<file path="src/hcd_pkg.sv">
// Shared constants and register codes for the haptic compass drive.
`timescale 1ns / 1ps

package hcd_pkg;

   // Configuration register indexes
   typedef enum logic [1:0] {
      CSR_BASE_STRENGTH = 2'd0,
      CSR_FULL_DUTY     = 2'd1
   } csr_index_type;

   localparam int CSR_INDEX_W   = 2;
   localparam int CSR_DATA_W    = 16;
   localparam int BASE_W        = 16;
   localparam int DUTY_W        = 8;
   localparam int QUO_W         = 8;

   localparam logic [BASE_W-1:0] BASE_STRENGTH_RESET = 16'd15000;
   localparam logic [DUTY_W-1:0] FULL_DUTY_RESET     = 8'd240;

   // Root lanes: total field and y/z plane
   localparam int ROOT_LANES = 2;
   localparam int ROOT_ALL   = 0;
   localparam int ROOT_YZ    = 1;

   // Divider lanes
   localparam int DIV_LANES   = 3;
   localparam int LANE_PERIOD = 0;
   localparam int LANE_DUTY_Y = 1;
   localparam int LANE_DUTY_Z = 2;

endpackage

</file>
<file path="src/haptic_compass_drive.sv">
// Top level: magnetometer sample to buzzer period and duties.
//
//   port group  direction  carries
//   req_*       in         one sample: mag_x, mag_y, mag_z
//   rsp_*       out        period_ms, duty_y, duty_z
//   csr_*       in         register index and write data
//
// One sample enters per cycle unless a stall reaches the input register;
// it passes the input register, square stage, SAMPLE_BITS root cells,
// divisor prep and eight quotient cells. Every cell holds its item until the
// next one frees up, so a stall at rsp_ready backs up cell by cell and empty
// cells keep taking samples. An all-zero sample is dropped at the input
// register. Reset clears the cell valids and loads the register defaults.
`timescale 1ns / 1ps

module haptic_compass_drive #(
   parameter int SAMPLE_BITS = 12
) (
   input  logic                               clock,
   input  logic                               reset,
   input  logic                               req_valid,
   output logic                               req_ready,
   input  logic signed [SAMPLE_BITS-1:0]      req_mag_x,
   input  logic signed [SAMPLE_BITS-1:0]      req_mag_y,
   input  logic signed [SAMPLE_BITS-1:0]      req_mag_z,
   output logic                               rsp_valid,
   input  logic                               rsp_ready,
   output logic [hcd_pkg::QUO_W-1:0]          rsp_period_ms,
   output logic [hcd_pkg::QUO_W-1:0]          rsp_duty_y,
   output logic [hcd_pkg::QUO_W-1:0]          rsp_duty_z,
   input  logic                               csr_valid,
   output logic                               csr_ready,
   input  logic [hcd_pkg::CSR_INDEX_W-1:0]    csr_index,
   input  logic [hcd_pkg::CSR_DATA_W-1:0]     csr_data
);

   localparam int S      = SAMPLE_BITS;
   localparam int SQ_W   = 2 * S;
   localparam int C_W    = S - 1;
   localparam int SIDE_W = 2 * C_W;
   localparam int REM_W  = S + 2;
   localparam int NUM_W  = (hcd_pkg::BASE_W > S + 7) ? hcd_pkg::BASE_W : S + 7;
   localparam int DIV_W  = S + 1;
   localparam int SAT_W  = NUM_W + 2;
   localparam int NQ     = hcd_pkg::QUO_W;

   // ---------------- configuration registers ----------------
   logic [hcd_pkg::BASE_W-1:0] base_ff;
   logic [hcd_pkg::DUTY_W-1:0] full_duty_ff;

   assign csr_ready = 1'b1;

   always_ff @(posedge clock) begin
      if (reset) begin
         base_ff      <= hcd_pkg::BASE_STRENGTH_RESET;
         full_duty_ff <= hcd_pkg::FULL_DUTY_RESET;
      end else if (csr_valid) begin
         case (csr_index)
            hcd_pkg::CSR_BASE_STRENGTH: base_ff <= csr_data[hcd_pkg::BASE_W-1:0];
            hcd_pkg::CSR_FULL_DUTY:     full_duty_ff <= csr_data[hcd_pkg::DUTY_W-1:0];
            default: ;
         endcase
      end
   end

   // ---------------- input register ----------------
   logic                  in_valid_ff;
   logic                  in_ready;
   logic signed [S-1:0]   x_ff, y_ff, z_ff;
   logic                  sample_zero;
   logic                  sq_ready;

   assign sample_zero = (req_mag_x == '0) && (req_mag_y == '0) && (req_mag_z == '0);
   assign in_ready    = !in_valid_ff || sq_ready;
   assign req_ready   = in_ready;

   always_ff @(posedge clock) begin
      if (reset) begin
         in_valid_ff <= 1'b0;
      end else if (in_ready) begin
         // drop an all-zero sample here
         in_valid_ff <= req_valid && !sample_zero;
      end
   end

   always_ff @(posedge clock) begin
      if (in_ready && req_valid) begin
         x_ff <= req_mag_x;
         y_ff <= req_mag_y;
         z_ff <= req_mag_z;
      end
   end

   // ---------------- square stage ----------------
   logic                  sq_valid_ff;
   logic [SQ_W-1:0]       all2_ff, all2_in;
   logic [SQ_W-1:0]       yz2_ff, yz2_in;
   logic [C_W-1:0]        cy_ff, cy_in, cz_ff, cz_in;
   logic signed [SQ_W-1:0] x_wide, y_wide, z_wide;
   logic [SQ_W-1:0]       xx, yy, zz;
   logic                  rt_first_ready;

   assign x_wide   = SQ_W'(x_ff);
   assign y_wide   = SQ_W'(y_ff);
   assign z_wide   = SQ_W'(z_ff);
   assign xx       = x_wide * x_wide;
   assign yy       = y_wide * y_wide;
   assign zz       = z_wide * z_wide;
   assign yz2_in   = yy + zz;
   assign all2_in  = yy + zz + xx;
   // negative components drive no duty
   assign cy_in    = (y_ff > 0) ? y_ff[C_W-1:0] : '0;
   assign cz_in    = (z_ff > 0) ? z_ff[C_W-1:0] : '0;
   assign sq_ready = !sq_valid_ff || rt_first_ready;

   always_ff @(posedge clock) begin
      if (reset) begin
         sq_valid_ff <= 1'b0;
      end else if (sq_ready) begin
         sq_valid_ff <= in_valid_ff;
      end
   end

   always_ff @(posedge clock) begin
      if (sq_ready && in_valid_ff) begin
         all2_ff <= all2_in;
         yz2_ff  <= yz2_in;
         cy_ff   <= cy_in;
         cz_ff   <= cz_in;
      end
   end

   // ---------------- root chain ----------------
   logic [S:0]                                         rt_valid;
   logic [S:0]                                         rt_ready;
   logic [hcd_pkg::ROOT_LANES-1:0][SQ_W-1:0]           rt_rad  [0:S];
   logic [hcd_pkg::ROOT_LANES-1:0][REM_W-1:0]          rt_rem  [0:S];
   logic [hcd_pkg::ROOT_LANES-1:0][S-1:0]              rt_root [0:S];
   logic [SIDE_W-1:0]                                  rt_side [0:S];

   assign rt_valid[0]                   = sq_valid_ff;
   assign rt_first_ready                = rt_ready[0];
   assign rt_rad[0][hcd_pkg::ROOT_ALL]  = all2_ff;
   assign rt_rad[0][hcd_pkg::ROOT_YZ]   = yz2_ff;
   assign rt_rem[0]                     = '0;
   assign rt_root[0]                    = '0;
   assign rt_side[0]                    = {cy_ff, cz_ff};

   for (genvar k = 0; k < S; k++) begin : g_root
      hcd_root_cell #(
         .RAD_W  (SQ_W),
         .ROOT_W (S),
         .SIDE_W (SIDE_W)
      ) u_cell (
         .clock    (clock),
         .reset    (reset),
         .up_valid (rt_valid[k]),
         .up_ready (rt_ready[k]),
         .up_rad   (rt_rad[k]),
         .up_rem   (rt_rem[k]),
         .up_root  (rt_root[k]),
         .up_side  (rt_side[k]),
         .dn_valid (rt_valid[k+1]),
         .dn_ready (rt_ready[k+1]),
         .dn_rad   (rt_rad[k+1]),
         .dn_rem   (rt_rem[k+1]),
         .dn_root  (rt_root[k+1]),
         .dn_side  (rt_side[k+1])
      );
   end

   // ---------------- divisor prep ----------------
   logic                                         prep_valid_ff;
   logic                                         prep_ready;
   logic [hcd_pkg::DIV_LANES-1:0][NUM_W-1:0]     num_ff, num_in;
   logic [hcd_pkg::DIV_LANES-1:0][DIV_W-1:0]     den_ff, den_in;
   logic [DIV_W-1:0]                             period_den;
   logic [S-1:0]                                 root_all, root_yz;
   logic [C_W-1:0]                               cy, cz;
   logic                                         period_sat;
   logic                                         yz_zero;
   logic                                         dv_first_ready;

   assign root_all   = rt_root[S][hcd_pkg::ROOT_ALL];
   assign root_yz    = rt_root[S][hcd_pkg::ROOT_YZ];
   assign cy         = rt_side[S][SIDE_W-1:C_W];
   assign cz         = rt_side[S][C_W-1:0];
   assign period_den = DIV_W'(root_all) + DIV_W'(1);
   // quotient above the eight-bit range saturates
   assign period_sat = SAT_W'(base_ff) >= (SAT_W'(period_den) << NQ);
   assign yz_zero    = (root_yz == '0);
   assign prep_ready = !prep_valid_ff || dv_first_ready;
   assign rt_ready[S] = prep_ready;

   always_comb begin
      if (period_sat) begin
         num_in[hcd_pkg::LANE_PERIOD] = NUM_W'({NQ{1'b1}});
         den_in[hcd_pkg::LANE_PERIOD] = DIV_W'(1);
      end else begin
         num_in[hcd_pkg::LANE_PERIOD] = NUM_W'(base_ff);
         den_in[hcd_pkg::LANE_PERIOD] = period_den;
      end
      if (yz_zero) begin
         num_in[hcd_pkg::LANE_DUTY_Y] = '0;
         num_in[hcd_pkg::LANE_DUTY_Z] = '0;
         den_in[hcd_pkg::LANE_DUTY_Y] = DIV_W'(1);
         den_in[hcd_pkg::LANE_DUTY_Z] = DIV_W'(1);
      end else begin
         num_in[hcd_pkg::LANE_DUTY_Y] = NUM_W'(full_duty_ff) * NUM_W'(cy);
         num_in[hcd_pkg::LANE_DUTY_Z] = NUM_W'(full_duty_ff) * NUM_W'(cz);
         den_in[hcd_pkg::LANE_DUTY_Y] = DIV_W'(root_yz);
         den_in[hcd_pkg::LANE_DUTY_Z] = DIV_W'(root_yz);
      end
   end

   always_ff @(posedge clock) begin
      if (reset) begin
         prep_valid_ff <= 1'b0;
      end else if (prep_ready) begin
         prep_valid_ff <= rt_valid[S];
      end
   end

   always_ff @(posedge clock) begin
      if (prep_ready && rt_valid[S]) begin
         num_ff <= num_in;
         den_ff <= den_in;
      end
   end

   // ---------------- divider chain ----------------
   logic [NQ:0]                                       dv_valid;
   logic [NQ:0]                                       dv_ready;
   logic [hcd_pkg::DIV_LANES-1:0][NUM_W-1:0]          dv_rem [0:NQ];
   logic [hcd_pkg::DIV_LANES-1:0][DIV_W-1:0]          dv_div [0:NQ];
   logic [hcd_pkg::DIV_LANES-1:0][NQ-1:0]             dv_quo [0:NQ];

   assign dv_valid[0]    = prep_valid_ff;
   assign dv_first_ready = dv_ready[0];
   assign dv_rem[0]      = num_ff;
   assign dv_div[0]      = den_ff;
   assign dv_quo[0]      = '0;

   for (genvar k = 0; k < NQ; k++) begin : g_div
      hcd_div_cell #(
         .NUM_W (NUM_W),
         .DIV_W (DIV_W),
         .BIT   (NQ - 1 - k)
      ) u_cell (
         .clock    (clock),
         .reset    (reset),
         .up_valid (dv_valid[k]),
         .up_ready (dv_ready[k]),
         .up_rem   (dv_rem[k]),
         .up_div   (dv_div[k]),
         .up_quo   (dv_quo[k]),
         .dn_valid (dv_valid[k+1]),
         .dn_ready (dv_ready[k+1]),
         .dn_rem   (dv_rem[k+1]),
         .dn_div   (dv_div[k+1]),
         .dn_quo   (dv_quo[k+1])
      );
   end

   // the last quotient cell is the output register
   assign rsp_valid     = dv_valid[NQ];
   assign dv_ready[NQ]  = rsp_ready;
   assign rsp_period_ms = dv_quo[NQ][hcd_pkg::LANE_PERIOD];
   assign rsp_duty_y    = dv_quo[NQ][hcd_pkg::LANE_DUTY_Y];
   assign rsp_duty_z    = dv_quo[NQ][hcd_pkg::LANE_DUTY_Z];

   // ---------------- assertions ----------------
   a_reset_empty: assert property (@(posedge clock) reset |=> !rsp_valid)
      else $error("result valid right after reset");

   a_load_nonzero: assert property (@(posedge clock) disable iff (reset)
      req_valid && req_ready && !sample_zero |=> in_valid_ff)
      else $error("nonzero sample not captured");

   a_drop_zero: assert property (@(posedge clock) disable iff (reset)
      req_valid && req_ready && sample_zero |=> !in_valid_ff)
      else $error("all-zero sample entered the pipeline");

   a_den_nonzero: assert property (@(posedge clock) disable iff (reset)
      prep_valid_ff |-> (den_ff[hcd_pkg::LANE_PERIOD] != '0)
                     && (den_ff[hcd_pkg::LANE_DUTY_Y] != '0)
                     && (den_ff[hcd_pkg::LANE_DUTY_Z] != '0))
      else $error("zero divisor entered the divider chain");

endmodule

</file>
<file path="src/hcd_root_cell.sv">
// One digit step of the two-lane integer square root chain.
`timescale 1ns / 1ps

module hcd_root_cell #(
   parameter int RAD_W  = 24,
   parameter int ROOT_W = 12,
   parameter int SIDE_W = 22
) (
   input  logic                                           clock,
   input  logic                                           reset,
   input  logic                                           up_valid,
   output logic                                           up_ready,
   input  logic [hcd_pkg::ROOT_LANES-1:0][RAD_W-1:0]      up_rad,
   input  logic [hcd_pkg::ROOT_LANES-1:0][ROOT_W+1:0]     up_rem,
   input  logic [hcd_pkg::ROOT_LANES-1:0][ROOT_W-1:0]     up_root,
   input  logic [SIDE_W-1:0]                              up_side,
   output logic                                           dn_valid,
   input  logic                                           dn_ready,
   output logic [hcd_pkg::ROOT_LANES-1:0][RAD_W-1:0]      dn_rad,
   output logic [hcd_pkg::ROOT_LANES-1:0][ROOT_W+1:0]     dn_rem,
   output logic [hcd_pkg::ROOT_LANES-1:0][ROOT_W-1:0]     dn_root,
   output logic [SIDE_W-1:0]                              dn_side
);

   localparam int REM_W = ROOT_W + 2;
   localparam int TR_W  = REM_W + 2;

   logic                                        valid_ff;
   logic [hcd_pkg::ROOT_LANES-1:0][RAD_W-1:0]   rad_ff, rad_in;
   logic [hcd_pkg::ROOT_LANES-1:0][REM_W-1:0]   rem_ff, rem_in;
   logic [hcd_pkg::ROOT_LANES-1:0][ROOT_W-1:0]  root_ff, root_in;
   logic [SIDE_W-1:0]                           side_ff;
   logic [hcd_pkg::ROOT_LANES-1:0][TR_W-1:0]    trial;
   logic [hcd_pkg::ROOT_LANES-1:0][TR_W-1:0]    sub;

   assign up_ready = !valid_ff || dn_ready;

   always_comb begin
      for (int j = 0; j < hcd_pkg::ROOT_LANES; j++) begin
         // bring down the next two radicand bits
         trial[j]  = {up_rem[j], up_rad[j][RAD_W-1 -: 2]};
         sub[j]    = TR_W'({up_root[j], 2'b01});
         rad_in[j] = up_rad[j] << 2;
         if (trial[j] >= sub[j]) begin
            rem_in[j]  = REM_W'(trial[j] - sub[j]);
            root_in[j] = {up_root[j][ROOT_W-2:0], 1'b1};
         end else begin
            rem_in[j]  = REM_W'(trial[j]);
            root_in[j] = {up_root[j][ROOT_W-2:0], 1'b0};
         end
      end
   end

   always_ff @(posedge clock) begin
      if (reset) begin
         valid_ff <= 1'b0;
      end else if (up_ready) begin
         valid_ff <= up_valid;
      end
   end

   always_ff @(posedge clock) begin
      if (up_ready && up_valid) begin
         rad_ff  <= rad_in;
         rem_ff  <= rem_in;
         root_ff <= root_in;
         side_ff <= up_side;
      end
   end

   assign dn_valid = valid_ff;
   assign dn_rad   = rad_ff;
   assign dn_rem   = rem_ff;
   assign dn_root  = root_ff;
   assign dn_side  = side_ff;

endmodule

</file>
<file path="src/hcd_div_cell.sv">
// One quotient bit of the three-lane restoring divider chain.
`timescale 1ns / 1ps

module hcd_div_cell #(
   parameter int NUM_W = 19,
   parameter int DIV_W = 13,
   parameter int BIT   = 7
) (
   input  logic                                         clock,
   input  logic                                         reset,
   input  logic                                         up_valid,
   output logic                                         up_ready,
   input  logic [hcd_pkg::DIV_LANES-1:0][NUM_W-1:0]     up_rem,
   input  logic [hcd_pkg::DIV_LANES-1:0][DIV_W-1:0]     up_div,
   input  logic [hcd_pkg::DIV_LANES-1:0][hcd_pkg::QUO_W-1:0] up_quo,
   output logic                                         dn_valid,
   input  logic                                         dn_ready,
   output logic [hcd_pkg::DIV_LANES-1:0][NUM_W-1:0]     dn_rem,
   output logic [hcd_pkg::DIV_LANES-1:0][DIV_W-1:0]     dn_div,
   output logic [hcd_pkg::DIV_LANES-1:0][hcd_pkg::QUO_W-1:0] dn_quo
);

   localparam int CMP_W = NUM_W + hcd_pkg::QUO_W;

   logic                                                    valid_ff;
   logic [hcd_pkg::DIV_LANES-1:0][NUM_W-1:0]                rem_ff, rem_in;
   logic [hcd_pkg::DIV_LANES-1:0][DIV_W-1:0]                div_ff;
   logic [hcd_pkg::DIV_LANES-1:0][hcd_pkg::QUO_W-1:0]       quo_ff, quo_in;
   logic [hcd_pkg::DIV_LANES-1:0][CMP_W-1:0]                shifted;
   logic [hcd_pkg::DIV_LANES-1:0]                           fits;

   assign up_ready = !valid_ff || dn_ready;

   always_comb begin
      for (int j = 0; j < hcd_pkg::DIV_LANES; j++) begin
         shifted[j] = CMP_W'(up_div[j]) << BIT;
         fits[j]    = CMP_W'(up_rem[j]) >= shifted[j];
         rem_in[j]  = fits[j] ? NUM_W'(CMP_W'(up_rem[j]) - shifted[j]) : up_rem[j];
         quo_in[j]  = up_quo[j];
         quo_in[j][BIT] = fits[j];
      end
   end

   always_ff @(posedge clock) begin
      if (reset) begin
         valid_ff <= 1'b0;
      end else if (up_ready) begin
         valid_ff <= up_valid;
      end
   end

   always_ff @(posedge clock) begin
      if (up_ready && up_valid) begin
         rem_ff <= rem_in;
         div_ff <= up_div;
         quo_ff <= quo_in;
      end
   end

   assign dn_valid = valid_ff;
   assign dn_rem   = rem_ff;
   assign dn_div   = div_ff;
   assign dn_quo   = quo_ff;

endmodule

</file>
<file path="config.mk">
export PLATFORM = sky130hd
export DESIGN_NAME = haptic_compass_drive
export DESIGN_NICKNAME = d
export VERILOG_FILES = /design/src/hcd_pkg.sv /design/src/haptic_compass_drive.sv /design/src/hcd_root_cell.sv /design/src/hcd_div_cell.sv
export SDC_FILE = /design/constraint.sdc
export NUM_CORES = 2
export LEC_CHECK = 0
export ABC_CLOCK_PERIOD_IN_PS = 10900
export BUFFER_PORTS_ARGS = -buffer_cell sky130_fd_sc_hd__buf_2
export CELL_PAD_IN_SITES_DETAIL_PLACEMENT = 1
export CELL_PAD_IN_SITES_GLOBAL_PLACEMENT = 1
export CORE_MARGIN = 3
export CORE_UTILIZATION = 40
export CTS_CLUSTER_SIZE = 25
export DETAILED_ROUTE_END_ITERATION = 6
export GPL_TIMING_DRIVEN = 1
export PLACE_DENSITY = 0.69
export REMOVE_ABC_BUFFERS = 1
export SLEW_MARGIN = 20
export SYNTH_ARGS = -nofsm -noshare
export SYNTH_HDL_FRONTEND = slang
export SYNTH_HIERARCHICAL = 1
export SYNTH_SLANG_ARGS = --single-unit
export TNS_END_PERCENT = 50
</file>
<file path="constraint.sdc">
create_clock -name clock -period 10.9 [get_ports clock]
set_clock_uncertainty 0.05 [all_clocks]
set_input_delay 2.725 -clock clock [delete_from_list [all_inputs] [get_ports clock]]
set_output_delay 2.725 -clock clock [all_outputs]
set_load 0.05 [all_outputs]
</file>
Word level (Yosys, flattened, before mapping). Cells that the tools add are included.

Multiply operators: 5. Mux-type cells: 67. $lt $le $gt $ge: 51. $add $sub $neg: 46. Eq/ne operators: 1. Reductions and logical operators: 80.

Operators with widths (number): 19-bit two-way mux (21); 14-bit two-way mux (20); 19-bit subtractor (6); 19-bit >= comparator (5); 12-bit by 12-bit multiplier with 24-bit output (3); 19-bit by 13-bit >= comparator with 1-bit output (3); 19-bit by 14-bit >= comparator with 1-bit output (3); 19-bit by 15-bit >= comparator with 1-bit output (3); 19-bit by 16-bit >= comparator with 1-bit output (3); 19-bit by 17-bit >= comparator with 1-bit output (3); 19-bit by 18-bit >= comparator with 1-bit output (3); 19-bit by 14-bit subtractor with 19-bit output (3); 19-bit by 15-bit subtractor with 19-bit output (3); 19-bit by 16-bit subtractor with 19-bit output (3); 19-bit by 17-bit subtractor with 19-bit output (3); 19-bit by 18-bit subtractor with 19-bit output (3); 24-bit adder (2); 12-bit zero test (4); 8-bit by 11-bit multiplier with 19-bit output (2); 16-bit by 10-bit >= comparator with 1-bit output (2); 16-bit by 11-bit >= comparator with 1-bit output (2); 16-bit by 12-bit >= comparator with 1-bit output (2); 16-bit by 13-bit >= comparator with 1-bit output (2); 16-bit by 3-bit >= comparator with 1-bit output (2); other kinds (30) (144).

Logic and storage cells: 436. Output and inout bits: 27. Input bits: 59. Register bits after elaboration: 1985.

Longest topological paths before layout.
Depth in word-level cells: 25. Gate-level depth with buffers: 41.

Cells and area by module. Netlist, hierarchy kept.

By module, submodules not included: hcd_root_cell (times used 12, cells an instance 360, seq. area each 3563.4 µm², area each 5357.6 µm²); haptic_compass_drive (times used 1, cells an instance 2753, seq. area each 6095.8 µm², area each 28506.1 µm²); hcd_div_cell (g_div[5].u_cell) (times used 1, cells an instance 549, seq. area each 3623.5 µm², area each 6690.2 µm²); hcd_div_cell (g_div[6].u_cell) (times used 1, cells an instance 575, seq. area each 3623.5 µm², area each 6605.1 µm²); hcd_div_cell (g_div[7].u_cell) (times used 1, cells an instance 547, seq. area each 3623.5 µm², area each 6493.7 µm²); hcd_div_cell (g_div[3].u_cell) (times used 1, cells an instance 527, seq. area each 3623.5 µm², area each 6490.0 µm²); hcd_div_cell (g_div[2].u_cell) (times used 1, cells an instance 508, seq. area each 3623.5 µm², area each 6473.7 µm²); hcd_div_cell (g_div[4].u_cell) (times used 1, cells an instance 509, seq. area each 3623.5 µm², area each 6323.6 µm²); hcd_div_cell (g_div[1].u_cell) (times used 1, cells an instance 497, seq. area each 3623.5 µm², area each 6207.2 µm²); hcd_div_cell (g_div[0].u_cell) (times used 1, cells an instance 444, seq. area each 3623.5 µm², area each 5999.5 µm²).

Worst setup path after synthesis. Ideal clock, no wire load.

Kind: register -> register. Start point: reg z_ff[11]. End point: reg all2_ff[23], data pin. Required time: 10588 ps. Period minus slack after synthesis: 9960 ps. Path slack: 940 ps. Data arrival time: 9649 ps. Cell stages (with the launch flop): 38. Path through: edfxtp_1 -> clkbuf_1 -> and2_1 -> fa_1 -> inv_1 -> fa_1 -> inv_1 -> fa_1 -> fa_1 -> fa_1 -> fa_1 -> inv_1 -> fa_1 -> inv_1 -> ha_1 -> nand3_1 -> a21oi_2 -> o31ai_1 -> (+2 left out) -> inv_1 -> fa_1 -> inv_1 -> fa_1 -> inv_1 -> fa_1 -> fa_1 -> inv_1 -> ha_1 -> ha_1 -> a21o_1 -> a21oi_1 -> o21ai_0 -> a21oi_1 -> o211ai_1 -> o21ai_1 -> xnor2_1 -> xnor2_1.

Longest elaborated chain between the ends: 3.

Ends and longest elaborated chain: start: declaration (RTL line haptic_compass_drive.sv:69) `logic signed [S-1:0] x_ff, y_ff, z_ff;`; start signal: assignment (RTL line haptic_compass_drive.sv:90) `z_ff <= req_mag_z;`; 12-bit by 12-bit multiplier with 24-bit output (RTL line haptic_compass_drive.sv:108) `assign zz = z_wide * z_wide;`; 24-bit adder; via yz2_in[16] (RTL line haptic_compass_drive.sv:97) `logic [SQ_W-1:0] yz2_ff, yz2_in;`; 24-bit adder (RTL line haptic_compass_drive.sv:110) `assign all2_in = yy + zz + xx;`; via all2_in[23] (RTL line haptic_compass_drive.sv:96) `logic [SQ_W-1:0] all2_ff, all2_in;`; end signal: assignment (RTL line haptic_compass_drive.sv:126) `all2_ff <= all2_in;`; end: declaration (RTL line haptic_compass_drive.sv:96).

The timed path passes the listed nets, and every way through them passes these cells. A chain may end at the register's enable or synchronous reset.

Worst setup path after layout.
Start point: reg y_ff[3]. End point: reg all2_ff[22], data pin.

Longest elaborated chain between the ends: 3.

Ends and longest elaborated chain: start: declaration (RTL line haptic_compass_drive.sv:69); start signal: assignment (RTL line haptic_compass_drive.sv:89) `y_ff <= req_mag_y;`; 12-bit by 12-bit multiplier with 24-bit output (RTL line haptic_compass_drive.sv:107) `assign yy = y_wide * y_wide;`; 24-bit adder (2 in a row) (RTL line haptic_compass_drive.sv:110); via all2_in[22] (RTL line haptic_compass_drive.sv:96).

The timed path passes the listed nets, and every way through them passes these cells.

==> results_dict.tcl <==
set metrics [dict create \
    status "completed" \
    preCtsSetupSlack_ns 0.1262 \
    crit_fanout 6 \
    first_pass_grt_wire_length_mm 465.9 \
    cts-hold-fix-buffers 0 \
    drv_cap 0 \
    antenna_violations_before_repair 6 \
    final_min_period_over_clock_period_pct 96.16 \
    maxSlewHeadroom_pct 29.20 \
    hold_viol 0 \
    hold_end "g_root[2].u_cell/dn_rad[46]" \
    clkSinkCount 2136 \
    most_used_cells_in_the_layout_excluding_fill_and_tap_cells "edfxtp_1 (2089), inv_1 (1517), ha_1 (893)" \
    drt_pre_antenna_iters 5 \
    syn2layout_area_growth_pct 10.72 \
    drcViolationCount 0 \
    finish.cell_count_without_fillers 15000 \
    cts_inserted_buffers 236 \
    cp_data_arrival_time_ns 11.01 \
    rr_endpoint "all2_ff[22]" \
    postSynthCellCount 10320 \
    post_route_cell_area_mm2 0.1405 \
    route.detailed.wl_per_inst_um 19.31 \
    start_to_end_type_of_the_worst_setup_path "flip-flop to flip-flop" \
    cp-end-kind "flip-flop" \
    number_of_nets_in_the_layout 12140 \
    mostFrequentLayoutCell "edfxtp_1" \
    grt_util_overall_pct 17.74 \
    clock_pin_slew_reported_for_the_worst_setup_and_hold_paths_after_clock_tree_synthesis_ns 0.06 \
    clock_buffer_depth 4 \
    critical_path_required_ns 11.42 \
    tightestPinTransition_ns 1.061 \
    mappedNetlistArea_mm2 0.1269 \
    min_path_cells 0 \
    finalWorstSetupSlack_ns 0.4190 \
    start_util_pct 40.25 \
    finalCriticalPeriod_ns 10.48 \
    grt_max_degree 111 \
    dp.final_hpwl_mm 225.8 \
    placement.cell_area_mm2 0.1325 \
    hold_ws_ns 0.3128 \
    layout-drive-gt1-share_pct 10.87 \
    io_buffer_count 84 \
    report.final.slew_viol_count 0 \
    floorplan.core_area_mm2 0.3152 \
    routed_via_density 5.160 \
    finalWirelength_mm 289.6 \
    grt.overflow.total 0 \
    worstHoldStart "g_root[1].u_cell/dn_rad[44]" \
    achievable-frequency_mhz 95.41 \
    vias 77380 \
    timing.critical_path.slowest_cell_delay_ns 0.55 \
    dieHeight_um 569.2 \
    io-pin-count 86 \
    ctsRootBufferMaster "clkbuf_16" \
    number_of_global_route_vias_before_repair 85310 \
    critical-path-slowest-cell "fa_1" \
    setup_violations 0 \
    final_antenna_net_count 0 \
    hp-class "flip-flop to flip-flop" \
    finalWeightedCongestion 0.8986 \
    syn_area_per_cell_um2 12.30 \
    synthesis.yosys.warnings 6 \
    tritoncts "yes" \
    worst_r2r_path_depth 32 \
    worstReg2RegStart "y_ff[3]" \
    placed_cells 14530 \
    cts_max_level 4 \
    setup.reg_to_reg.worst_slack_ns 0.42 \
    drtIter0Drc 3739 \
    fp.dieArea_mm2 0.3240 \
    std_cell_rows 206 \
    worstSetupStartpointType "flip-flop" \
    crit_top_cell "fa_1" \
    dieWidth_um 569.2 \
    worst_skew_late_latency_ns 0.89 \
]
[metal layers]
metal / GRT usage [%] / part of all wire (%) / up-vias
met1: 21.07 / 41 / 38930
met4: 5.586 / 3.2 / 0
met3: 1.879 / 2.6 / 487
li1: - / - / 37010
met5: 0 / 0 / -
met2: 33.34 / 53 / 950
[through the flow]
stage	util, %	TNS, ns
floorplan	-	0
global placement	42.04	0
detailed placement	42.04	0
CTS	44.46	0
global route	44.56	-0.009178
finish	44.56	0
[timing repair]
action,4_1_cts,5_1_grt
setup buffers,0,25
endpoints found under the setup margin,0,6
gates resized for setup,0,27
[worst max-delay path: cells and delay by family, from the launching register on]
family / cells / cell delay [ns]
fa+ha+maj: 14 / 6.55
compound gates: 7 / 1.39
simple gates: 4 / 1.12
flops: 1 / 0.50
buf+inv: 6 / 0.48
xor+xnor: 1 / 0.10
[registers in the layout, summed over array words and instances (netlist names), 54 cells and up]
| register | count |
|---|---|
| g_div.u_cell/dn_rem | 399 |
| g_root.u_cell/dn_rem | 308 |
| g_root.u_cell/dn_root | 288 |
| g_div.u_cell/dn_div | 273 |
| g_root.u_cell/dn_rad | 264 |
| g_root.u_cell/dn_side | 264 |
| g_div.u_cell/dn_quo | 108 |
| dv_rem | 54 |
[final cells by class]
type / instances / area (µm²)
fill: 32950 / 174700
sequential: 2136 / 63670
multi-input combinational: 6542 / 56930
clock buffer: 282 / 6213
inverter: 1523 / 5720
tap: 4160 / 5205
clock inverter: 157 / 1431
timing repair buffer: 191 / 1299
antenna: 4 / 10.01
[how the worst max path moves through the flow]
| stage | slack, ns | startpoint | endpoint |
|---|---|---|---|
| floorplan | 0.78 | z_ff[11] | all2_ff[23] |
| global placement | 0.22 | rsp_ready | req_ready |
| detailed placement | 0.13 | z_ff[9] | all2_ff[23] |
| CTS | 0.02 | rsp_ready | req_ready |
| global route | -0.009 | y_ff[1] | all2_ff[23] |
| finish | 0.42 | y_ff[3] | all2_ff[22] |
Power is not shown: default switching activity piles up to over one toggle a cycle in this logic, so the estimate is an artifact.
